## src/rtl/drt_pkg.sv

```systemverilog
// Shared types, constants and codes for the divider and reload timer.
package drt_pkg;

    localparam int ACCUM_WIDTH    = 16;
    localparam int DIVIDER_PERIOD = 256;
    localparam int CPU_CLOCK_HZ   = 4194304;

    // Compare width wide enough for any accumulator sum and any period.
    localparam int CMP_W = 33;

    localparam int RATE0_HZ = 4096;
    localparam int RATE1_HZ = 262144;
    localparam int RATE2_HZ = 65536;
    localparam int RATE3_HZ = 16384;

    localparam int RATE0_RAW = CPU_CLOCK_HZ / RATE0_HZ;
    localparam int RATE1_RAW = CPU_CLOCK_HZ / RATE1_HZ;
    localparam int RATE2_RAW = CPU_CLOCK_HZ / RATE2_HZ;
    localparam int RATE3_RAW = CPU_CLOCK_HZ / RATE3_HZ;

    // A period that rounds down to zero behaves as a period of one.
    localparam int RATE0_PERIOD = (RATE0_RAW == 0) ? 1 : RATE0_RAW;
    localparam int RATE1_PERIOD = (RATE1_RAW == 0) ? 1 : RATE1_RAW;
    localparam int RATE2_PERIOD = (RATE2_RAW == 0) ? 1 : RATE2_RAW;
    localparam int RATE3_PERIOD = (RATE3_RAW == 0) ? 1 : RATE3_RAW;

    localparam logic [7:0] COUNTER_MAX = 8'hFF;

    typedef logic [ACCUM_WIDTH-1:0] t_accum;
    typedef logic [ACCUM_WIDTH:0]   t_accum_sum;
    typedef logic [CMP_W-1:0]       t_period;

    localparam t_period DIVIDER_PERIOD_C = t_period'(DIVIDER_PERIOD);

    localparam t_period RATE_PERIOD [4] = '{
        t_period'(RATE0_PERIOD),
        t_period'(RATE1_PERIOD),
        t_period'(RATE2_PERIOD),
        t_period'(RATE3_PERIOD)
    };

    typedef enum logic [1:0] {
        OP_TICK  = 2'd0,
        OP_READ  = 2'd1,
        OP_WRITE = 2'd2
    } t_opcode;

    typedef enum logic [1:0] {
        REG_DIVIDER = 2'd0,
        REG_COUNTER = 2'd1,
        REG_RELOAD  = 2'd2,
        REG_CONTROL = 2'd3
    } t_reg_sel;

    localparam int CTRL_ENABLE_BIT = 2;

    typedef struct packed {
        t_opcode    opcode;
        t_reg_sel   reg_select;
        logic [7:0] write_data;
        logic [7:0] cycles;
    } t_in_word;

    typedef struct packed {
        logic [7:0] read_data;
        logic       timer_irq;
    } t_out_word;

    typedef struct packed {
        t_accum acc;
        logic   hit;
    } t_step_res;

endpackage

```

## src/rtl/drt_ifs.sv

```systemverilog
// Valid/ready channel interfaces for the timer's input and result words.
interface drt_in_if import drt_pkg::*; ();
    logic     valid;
    logic     ready;
    t_in_word data;

    modport source (output valid, output data, input ready);
    modport sink   (input valid, input data, output ready);
endinterface

interface drt_out_if import drt_pkg::*; ();
    logic      valid;
    logic      ready;
    t_out_word data;

    modport source (output valid, output data, input ready);
    modport sink   (input valid, input data, output ready);
endinterface

```

## src/rtl/divider_and_reload_timer_unit.sv

```systemverilog
// A word accepted into the input register moves on to the result register when that
// register frees up, and its result is offered from there.
// Throughput: one word per cycle, sustained while the result side takes words.
// The input register and the result register each hold one word, so input
// ready only drops when both are full and the result is not taken.
// Reset (i_rst_n low, synchronous) clears both valid flags and all timer
// state: accumulators, divider, counter, reload, control and rate selection.
module divider_and_reload_timer_unit import drt_pkg::*; (
    input  logic  i_clk,
    input  logic  i_rst_n,
    drt_in_if.sink    i_in,
    drt_out_if.source o_out
);

    // Input register stage.
    logic     r_s1_valid;
    t_in_word r_s1_item;

    // Result register stage.
    logic      r_out_valid;
    t_out_word r_out_item;
    t_out_word n_out_item;

    // Timer state.
    t_accum     r_div_accum,  n_div_accum;
    t_accum     r_cnt_accum,  n_cnt_accum;
    logic [7:0] r_div_value,  n_div_value;
    logic [7:0] r_cnt_value,  n_cnt_value;
    logic [7:0] r_reload,     n_reload;
    logic [7:0] r_control,    n_control;
    logic [1:0] r_active_sel, n_active_sel;

    logic       s1_adv;
    logic       s1_fire;
    logic       in_fire;
    logic [1:0] new_sel;
    t_accum     cnt_base;
    t_step_res  div_res;
    t_step_res  cnt_res;

    // The result register frees up when it is empty or being taken; the
    // input register moves forward at the same moment.
    assign s1_adv  = !r_out_valid || o_out.ready;
    assign s1_fire = r_s1_valid && s1_adv;
    assign in_fire = i_in.valid && i_in.ready;

    assign i_in.ready  = !r_s1_valid || s1_adv;
    assign o_out.valid = r_out_valid;
    assign o_out.data  = r_out_item;

    // A change of rate selection restarts the counter accumulator, even when
    // the counter is disabled.
    assign new_sel  = r_control[1:0];
    assign cnt_base = (new_sel != r_active_sel) ? '0 : r_cnt_accum;

    drt_accum u_div_accum (
        .i_acc    (r_div_accum),
        .i_cycles (r_s1_item.cycles),
        .i_period (DIVIDER_PERIOD_C),
        .o_res    (div_res)
    );

    drt_accum u_cnt_accum (
        .i_acc    (cnt_base),
        .i_cycles (r_s1_item.cycles),
        .i_period (RATE_PERIOD[new_sel]),
        .o_res    (cnt_res)
    );

    // Work for the word in the input register. Only the tick touches the
    // accumulators; reads and writes touch the byte registers.
    always_comb begin
        n_div_accum  = r_div_accum;
        n_cnt_accum  = r_cnt_accum;
        n_div_value  = r_div_value;
        n_cnt_value  = r_cnt_value;
        n_reload     = r_reload;
        n_control    = r_control;
        n_active_sel = r_active_sel;
        n_out_item   = '0;

        unique case (r_s1_item.opcode)
            OP_TICK: begin
                n_div_accum = div_res.acc;
                if (div_res.hit) begin
                    n_div_value = r_div_value + 8'd1;
                end
                n_active_sel = new_sel;
                n_cnt_accum  = cnt_base;
                if (r_control[CTRL_ENABLE_BIT]) begin
                    n_cnt_accum = cnt_res.acc;
                    if (cnt_res.hit) begin
                        // Stepping past the top reloads and raises the interrupt.
                        if (r_cnt_value == COUNTER_MAX) begin
                            n_cnt_value          = r_reload;
                            n_out_item.timer_irq = 1'b1;
                        end else begin
                            n_cnt_value = r_cnt_value + 8'd1;
                        end
                    end
                end
            end
            OP_READ: begin
                unique case (r_s1_item.reg_select)
                    REG_DIVIDER: n_out_item.read_data = r_div_value;
                    REG_COUNTER: n_out_item.read_data = r_cnt_value;
                    REG_RELOAD:  n_out_item.read_data = r_reload;
                    REG_CONTROL: n_out_item.read_data = r_control;
                    default:     n_out_item.read_data = '0;
                endcase
            end
            OP_WRITE: begin
                // Any write to the divider clears it; its accumulator is kept.
                unique case (r_s1_item.reg_select)
                    REG_DIVIDER: n_div_value = '0;
                    REG_COUNTER: n_cnt_value = r_s1_item.write_data;
                    REG_RELOAD:  n_reload    = r_s1_item.write_data;
                    REG_CONTROL: n_control   = r_s1_item.write_data;
                    default:     n_control   = r_control;
                endcase
            end
            default: begin
                // The unused opcode leaves everything as it is.
                n_out_item = '0;
            end
        endcase
    end

    always_ff @(posedge i_clk) begin
        if (!i_rst_n) begin
            r_s1_valid   <= 1'b0;
            r_out_valid  <= 1'b0;
            r_div_accum  <= '0;
            r_cnt_accum  <= '0;
            r_div_value  <= '0;
            r_cnt_value  <= '0;
            r_reload     <= '0;
            r_control    <= '0;
            r_active_sel <= '0;
        end else begin
            if (i_in.ready) begin
                r_s1_valid <= i_in.valid;
            end
            if (s1_adv) begin
                r_out_valid <= r_s1_valid;
            end
            if (s1_fire) begin
                r_div_accum  <= n_div_accum;
                r_cnt_accum  <= n_cnt_accum;
                r_div_value  <= n_div_value;
                r_cnt_value  <= n_cnt_value;
                r_reload     <= n_reload;
                r_control    <= n_control;
                r_active_sel <= n_active_sel;
            end
        end
    end

    // Payload registers load without reset.
    always_ff @(posedge i_clk) begin
        if (in_fire) begin
            r_s1_item <= i_in.data;
        end
        if (s1_fire) begin
            r_out_item <= n_out_item;
        end
    end

endmodule

```

## src/rtl/drt_accum.sv

```systemverilog
// Saturating cycle accumulator step: add, clamp, and take off one period.
module drt_accum import drt_pkg::*; (
    input  t_accum     i_acc,
    input  logic [7:0] i_cycles,
    input  t_period    i_period,
    output t_step_res  o_res
);

    t_accum_sum sum;
    t_accum     sat;
    t_period    sat_ext;
    t_period    diff;

    always_comb begin
        sum     = t_accum_sum'(i_acc) + t_accum_sum'(i_cycles);
        sat     = sum[ACCUM_WIDTH] ? '1 : sum[ACCUM_WIDTH-1:0];
        sat_ext = t_period'(sat);
        diff    = sat_ext - i_period;
        o_res.hit = (sat_ext >= i_period);
        o_res.acc = o_res.hit ? diff[ACCUM_WIDTH-1:0] : sat;
    end

endmodule

```

## src/flat_wrapper.sv

```systemverilog
// flat-port wrapper written by rule: the top's interface ports become plain ports
module divider_and_reload_timer_unit_flat import drt_pkg::*;
  (i_clk, i_rst_n, i_in_valid, i_in_data, i_in_ready, o_out_valid, o_out_data, o_out_ready);
  drt_in_if i_in_i ();
  drt_out_if o_out_i ();
  input  logic i_clk;
  input  logic i_rst_n;
  input wire logic [$bits(i_in_i.valid)-1:0] i_in_valid;
  input wire logic [$bits(i_in_i.data)-1:0] i_in_data;
  output wire logic [$bits(i_in_i.ready)-1:0] i_in_ready;
  output wire logic [$bits(o_out_i.valid)-1:0] o_out_valid;
  output wire logic [$bits(o_out_i.data)-1:0] o_out_data;
  input wire logic [$bits(o_out_i.ready)-1:0] o_out_ready;
  assign i_in_i.valid = i_in_valid;
  assign i_in_i.data = i_in_data;
  assign i_in_ready = i_in_i.ready;
  assign o_out_valid = o_out_i.valid;
  assign o_out_data = o_out_i.data;
  assign o_out_i.ready = o_out_ready;
  divider_and_reload_timer_unit u_core (.i_clk(i_clk), .i_rst_n(i_rst_n), .i_in(i_in_i), .o_out(o_out_i));
endmodule
```

## config.mk

```make
export PLATFORM = sky130hd
export DESIGN_NAME = divider_and_reload_timer_unit_flat
export DESIGN_NICKNAME = d
export VERILOG_FILES = /design/src/rtl/drt_pkg.sv /design/src/rtl/drt_ifs.sv /design/src/rtl/divider_and_reload_timer_unit.sv /design/src/rtl/drt_accum.sv /design/src/flat_wrapper.sv
export SDC_FILE = /design/constraint.sdc
export NUM_CORES = 1
export LEC_CHECK = 0
export ABC_CLOCK_PERIOD_IN_PS = 5240
export BUFFER_PORTS_ARGS = -buffer_cell sky130_fd_sc_hd__buf_2
export CORE_UTILIZATION = 57
export CTS_CLUSTER_DIAMETER = 100
export CTS_CLUSTER_SIZE = 24
export DETAILED_ROUTE_END_ITERATION = 6
export GPL_TIMING_DRIVEN = 0
export PLACE_DENSITY_LB_ADDON = 0.2
export SLEW_MARGIN = 20
export SYNTH_ARGS = -nofsm -noshare
export SYNTH_HDL_FRONTEND = slang
export SYNTH_HIERARCHICAL = 1
export SYNTH_SLANG_ARGS = --single-unit
```

## constraint.sdc

```tcl
create_clock -name i_clk -period 5.24 [get_ports i_clk]
set_input_delay 0.786 -clock i_clk [delete_from_list [all_inputs] [get_ports i_clk]]
set_output_delay 0.786 -clock i_clk [all_outputs]
set_load 0.005 [all_outputs]
```

==> results.py, run 1 <==
metrics = {
    "sta": {
        "fin_crit_sh_pct": 96.2,
        "slew_viol_final": 0,
        "fin_ws_ps": 202,
        "setup_viol": 0,
        "fin_tns_setup_ps": 0,
        "max_freq_mhz": 198,
        "finClkSkew_ps": 10.1,
        "maxSlewHeadroom_pct": 32.8,
        "post-route-min-period_ps": 5040,
        "hold_slack_ps": 478,
        "worst_pin_slew_ps": 1010,
        "hold_viol_final": 0,
    },
    "floorplanning": {
        "fp.dieH_um": 119,
        "die_w_um": 119,
        "die_area_sq_um": 14100,
        "ios": 35,
        "start_util_pct": 58.7,
        "row_count": 42,
        "core_sq_um": 13200,
    },
    "drt": {
        "dr.pass1.iters": 5,
        "viasPerCell": 5.59,
        "totalWireLength_um": 17400,
        "first_iter_violations": 360,
        "drcViolationCount": 0,
        "ant_nets": 0,
        "avgRoutedWirePerCell_um": 14.7,
        "vias": 6624,
    },
    "logic_synthesis": {
        "syn_inst": 889,
        "synth_cell_types": 79,
        "syn_avg_cell_area_sq_um": 8.74,
        "yosysWarnings": 6,
        "yosys_most_used_dff": "dfxtp_1",
        "synth-edff-count": 29,
        "yosysTopAreaCellShare_pct": 17.5,
        "yosysTopAreaCell": "dfxtp_1",
        "async_reset_ff_share_pct": 0,
        "yosysSeqAreaShare_pct": 28.7,
        "synthTopCellsByArea": "dfxtp_1 18%, edfxtp_1 11%, ha_1 8.1%",
        "ys_ff_latch": 97,
        "netlist_area_sq_um": 7770,
    },
    "hold_path": {
        "hp-class": "register to register",
        "hp-start": "u_core/r_div_accum[4]$_SDFFE_PN0P_",
        "hold_depth": 2,
    },
    "global_route": {
        "grt-ovfl-total": 0,
        "grt_max_degree": 21,
        "grt_usage_pct": 25.2,
        "antenna_found_initial": 0,
        "grt_pass1_vias": 6206,
        "grt_pass1_wl_um": 29000,
    },
    "final_layout": {
        "syn2layout_area_growth_pct": 15.1,
        "drive_above_1_share_pct": 18.3,
        "diodes": 0,
        "fin_area_sq_um": 8940,
        "layout_commonest_cell": "nand2_1",
        "mostFrequentLayoutCells": "111 x nand2_1, 64 x dfxtp_1, 62 x conb_1",
        "fillers": 1139,
        "nNetsFinal": 1081,
    },
    "power": {
        "power.total_mw": 1.74,
        "leakagePower_nw": 3.63,
        "irDropWorstVdd_uv": 206,
        "powerDensity_nw_per_um2": 195,
    },
    "worst_setup_path": {
        "crit_start": "u_core/r_active_sel[0]$_SDFFE_PN0P_",
        "cp-end-kind": "register",
        "r2r_setup_slack_ps": 200,
        "cp.arrival_ps": 5260,
        "crit_path_start_kind": "register",
        "slowest_delay_ps": 390,
        "path_class": "register to register",
        "cp_slowest_cell": "a211oi_1",
        "crit_chain": "xor2_4 -> nor2_4 -> clkbuf_2 -> and2_1 -> ha_1 -> o21ai_2 -> a21boi_2 -> nor2b_4 -> buf_4 -> o2111ai_1 -> mux2_2 -> ha_1 -> clkbuf_2 -> o21a_1 -> o2111ai_1 -> a211oi_1 -> o21ai_2 -> a21oi_4 -> buf_12 -> mux2_4 -> a22oi_1 -> nor2b_1",
        "crit_required_ps": 5460,
        "regToRegStartpoint": "u_core/r_active_sel[0]$_SDFFE_PN0P_",
        "worst-path-max-fanout": 10,
        "reg2reg_depth": 22,
    },
    "clocking": {
        "cts_made_buffers": 9,
        "clock_path_buffers": 2,
        "cts_tree": "yes",
        "cts_sinks": 97,
        "clkSlewWorstSetupHoldPaths_ps": 60,
        "root_buffer": "clkbuf_16",
        "clk_latency_ps": 340,
        "htreeDepth": 3,
    },
    "flow_run": {
        "max-cap-violations": 0,
    },
    "run_status": {
        "status": "finished, final reports clean",
    },
    "placement": {
        "dpl_cell_area_sq_um": 8380,
        "dp_slack_ps": -726,
        "globalplace.congestion": 0.915,
        "dp_hpwl_um": 13400,
        "portBuffers": 33,
    },
}
[area by class of cell]
type	count	area, sq um	area share (%)
clock inverter	5	41.3	0.462
tap	176	220	2.46
inverter	48	180	2.01
timing repair buffer	43	240	2.69
clock buffer	11	264	2.95
multi-input combinational	770	5540	62.0
sequential	97	2240	25.1
buffer	34	213	2.38
[state kept, by name (all words and copies together) (netlist names)]
register and cells:
u_core/r_s1_item 20, u_core/r_cnt_accum 16, u_core/r_div_accum 16, u_core/o_out.data 9, u_core/r_cnt_value 8, u_core/r_control 8
u_core/r_div_value 8, u_core/r_reload 8, u_core/r_active_sel 2, u_core/o_out.valid 1, u_core/r_s1_valid 1
[routing by layer]
layer	track usage, %	share of wire (%)	vias up
li1	-	-	3375
met1	33.2	47	3087
met2	43.4	48	138
met3	2.94	3.8	24
met4	6.88	1.6	0
met5	0	0	-
[worst max-delay path, delay by kind of cell, from the launching register on]
kind                       cells  cell delay (ps)
AOI/OAI and AO/OA              9             1860
muxes                          2              680
xor gates and xnor gates       1              200
buffers and inverters          4              740
and+or+nand+nor                4              550
DFF                            1              350
adders and majority gates      2              540
[report_power, final]
group	leakage [nW]	internal [mW]	switching, mW
clock	0.151	0.370	0.286
sequential	0.833	0.788	0.0149
combinational	2.64	0.121	0.160
[what timing repair did]
action                     4_1_cts  5_1_grt
pin swaps                        3        5
hold buffers                     0        0
setup buffers                    2        8
setup endpoints to repair       32       32
resized for setup               23       29
[path summary, 6_finish.rpt]
kind | to
max | u_core/r_cnt_accum[9]$_SDFFE_PN0P_
min | u_core/r_div_accum[4]$_SDFFE_PN0P_
max reg2reg | u_core/r_cnt_accum[9]$_SDFFE_PN0P_
min reg2reg | u_core/r_div_accum[4]$_SDFFE_PN0P_
[metrics by stage]
step	instances	utilization, %
after global placement	1158	63.3
final	1184	67.5
after detailed placement	1158	63.3
after floorplan	949	-
after CTS	1176	66.2
after global routing	1184	67.5
[cells in the mapped netlist, types with 15 or more instances]
master    number
nand2_1      112
a22oi_1       16
dfxtp_1       68
edfxtp_1      29
mux2_2        25
ha_1          50
mux2i_1       19
xnor2_1       28
nor2_1        52
and2_1        23
xor2_1        15
a21oi_1       39
a21boi_0      29
o21ai_0       46
a21o_1        15
inv_1         47
nor2b_1       44
nand3_1       20
[cells by family after synthesis]
family          count (synthesis)  share of synthesized area [%]
compound gates                224                           19.7
xor+xnor                       43                           4.85
fa+ha+maj                      54                           9.09
buf+inv                        82                           4.91
flops                          97                           28.7
mux                            66                           11.1
other cells                     2                         0.0967
simple gates                  321                           21.5
Power figures use the tool's default switching activity.
==> run 2: changes to the inputs <==
- ABC_AREA: not set -> 1
- CORE_UTILIZATION: 57 -> 58
==> results.py, run 2 <==
metrics = {
    "final_layout": {
        "syn2layout_area_growth_pct": 11.1,
        "drive_above_1_share_pct": 11.2,
        "largest_reg_flops": 20,
        "post-route-util_pct": 66.8,
        "layout_commonest_cell": "nand2_1",
        "nNetsFinal": 1586,
        "diodes": 0,
        "fin_area_sq_um": 9850,
        "mostFrequentLayoutCells": "351 x nand2_1, 217 x inv_1, 160 x nor2_1",
        "reg_top3": "u_core/r_s1_item x20, u_core/r_cnt_accum x16, u_core/r_div_accum x16",
        "regMostFlops": "u_core/r_s1_item",
    },
    "power": {
        "leakagePower_nw": 4.97,
        "powerDensity_nw_per_um2": 200,
        "irDropWorstVdd_uv": 155,
    },
    "sta": {
        "fin_crit_sh_pct": 93.4,
        "slew_viol_final": 0,
        "rsz0062_at_grt": "false",
        "setup_viol": 0,
        "hold_viol_final": 0,
        "hold_slack_ps": 475,
        "worst_pin_slew_ps": 927,
        "finClkSkew_ps": 11.0,
        "fin_ws_ps": 345,
        "fin_tns_setup_ps": 0,
        "max_freq_mhz": 204,
        "maxSlewHeadroom_pct": 38.2,
        "post-route-min-period_ps": 4890,
    },
    "global_route": {
        "grt_max_degree": 21,
        "antenna_found_initial": 0,
        "grt_pass1_vias": 7997,
        "grt_pass1_wl_um": 37100,
        "grt-ovfl-total": 0,
        "grt_usage_pct": 29.0,
    },
    "worst_setup_path": {
        "cp-end-kind": "register",
        "slowest_delay_ps": 410,
        "cp_slowest_cell": "ha_1",
        "crit_top_cell": "nand2_2",
        "cp.arrival_ps": 5150,
        "path_class": "register to register",
        "crit_required_ps": 5490,
        "crit_path_start_kind": "register",
        "reg2reg_depth": 30,
        "worst-path-max-fanout": 10,
    },
    "floorplanning": {
        "die_w_um": 126,
        "row_count": 44,
        "fp.dieH_um": 126,
        "die_area_sq_um": 15800,
        "core_sq_um": 14800,
        "ios": 35,
        "start_util_pct": 60.1,
    },
    "clocking": {
        "htreeDepth": 3,
        "cts_made_buffers": 9,
        "cts_sinks": 97,
        "clkSlewWorstSetupHoldPaths_ps": 70,
        "root_buffer": "clkbuf_16",
        "cts_tree": "yes",
        "cts_hold_buf": 0,
        "clk_latency_ps": 360,
        "clock_path_buffers": 2,
    },
    "drt": {
        "wl_met3_um": 1130,
        "first_iter_violations": 841,
        "met1_length_um": 9940,
        "ant_nets": 0,
        "dr.pass1.iters": 5,
        "wl_met2_um": 10700,
        "highest-signal-layer": "met4",
        "viasPerCell": 5.25,
        "drcViolationCount": 0,
        "vias": 8917,
        "totalWireLength_um": 22200,
        "avgRoutedWirePerCell_um": 13.1,
    },
    "placement": {
        "dpl_cell_area_sq_um": 9520,
        "dp_hpwl_um": 17900,
        "globalplace.congestion": 0.946,
        "portBuffers": 34,
        "dp_slack_ps": 324,
    },
    "logic_synthesis": {
        "syn_inst": 1394,
        "synth-edff-count": 29,
        "yosysTopAreaCell": "dfxtp_1",
        "ys_top_cells_by_count": "351 x nand2_1, 217 x inv_1, 160 x nor2_1, 129 x nand3_1, 82 x a21oi_1",
        "async_reset_ff_share_pct": 0,
        "syn_avg_cell_area_sq_um": 6.36,
        "yosys_most_used_dff": "dfxtp_1",
        "ys_ff_latch": 97,
        "synth_cell_types": 55,
        "yosysTopAreaCellShare_pct": 15.3,
        "synthTopCellsByArea": "dfxtp_1 15%, nand2_1 15%, edfxtp_1 9.8%",
        "yosysSeqAreaShare_pct": 25.2,
        "yosysMostFrequentCell": "nand2_1",
        "yosysWarnings": 6,
        "netlist_area_sq_um": 8870,
    },
    "flow_run": {
        "max-cap-violations": 0,
    },
    "hold_path": {
        "hold_depth": 2,
        "hp-class": "register to register",
    },
    "run_status": {
        "status": "finished, final reports clean",
    },
}
-- run 2: path summary, 6_finish.rpt --
check / startpoint / to / slack (ps)
worst max-delay path: u_core/r_control[0]$_SDFFE_PN0P_ / u_core/r_cnt_value[4]$_SDFFE_PN0P_ / 350
worst min-delay path: u_core/r_control[6]$_SDFFE_PN0P_ / u_core/r_control[6]$_SDFFE_PN0P_ / 470
worst max register to register: u_core/r_control[0]$_SDFFE_PN0P_ / u_core/r_cnt_value[4]$_SDFFE_PN0P_ / 350
worst min register to register: u_core/r_control[6]$_SDFFE_PN0P_ / u_core/r_control[6]$_SDFFE_PN0P_ / 470
-- run 2: kinds of logic after synthesis --
family / count (synthesis) / synth area share [%]
AO/OA/AOI/OAI: 193 / 12.3
XOR/XNOR: 31 / 3.06
adder cells (fa/ha/maj): 54 / 7.95
buffers and inverters: 257 / 11.8
flip-flops: 97 / 25.2
other: 2 / 0.0847
AND/OR/NAND/NOR: 760 / 39.6
-- run 2: power by group --
| group | switching, mW | leakage [nW] | total (mW) | internal, mW |
|---|---|---|---|---|
| Sequential | 0.0227 | 0.831 | 0.823 | 0.800 |
| Combinational | 0.332 | 4.00 | 0.512 | 0.180 |
| Clock | 0.307 | 0.136 | 0.636 | 0.330 |
| Total | 0.661 | 4.97 | 1.97 | 1.31 |
-- run 2: metal layers --
metal / GRT usage [%] / vias to the layer above
li1: - / 4628
met1: 37.2 / 3971
met2: 50.9 / 281
met3: 3.57 / 37
met4: 8.32 / 0
met5: 0 / -
-- run 2: critical path: cells and delay by family (launching register included) --
kind / cells / cell delay (ps)
and+or+nand+nor: 17 / 2200
buffers and inverters: 8 / 1120
adders and majority gates: 2 / 720
DFF: 1 / 310
AOI/OAI and AO/OA: 2 / 290
xor gates and xnor gates: 1 / 130
-- run 2: repair_timing --
action	in CTS	in global routing
setup endpoints to repair	0	4
gates resized for setup	0	3
setup buffers	0	2
endpoints found under the hold margin	0	0
-- run 2: final cells by class --
type | count | area [sq um]
Multi-Input combinational cell | 1107 | 5880
Timing Repair Buffer | 36 | 185
Inverter | 231 | 872
Clock buffer | 10 | 229
Tap cell | 184 | 230
Sequential cell | 97 | 2230
Fill cell | 1389 | 4900
Clock inverter | 6 | 50.0
Buffer | 26 | 173
-- run 2: through the flow --
| step | instances | power [mW] |
|---|---|---|
| finish | 1697 | 1.97 |
| global route | 1697 | 2.08 |
| CTS | 1695 | 1.96 |
| detailed placement | 1679 | 1.34 |
| global placement | 1679 | 1.33 |
| floorplan | 1461 | 1.22 |
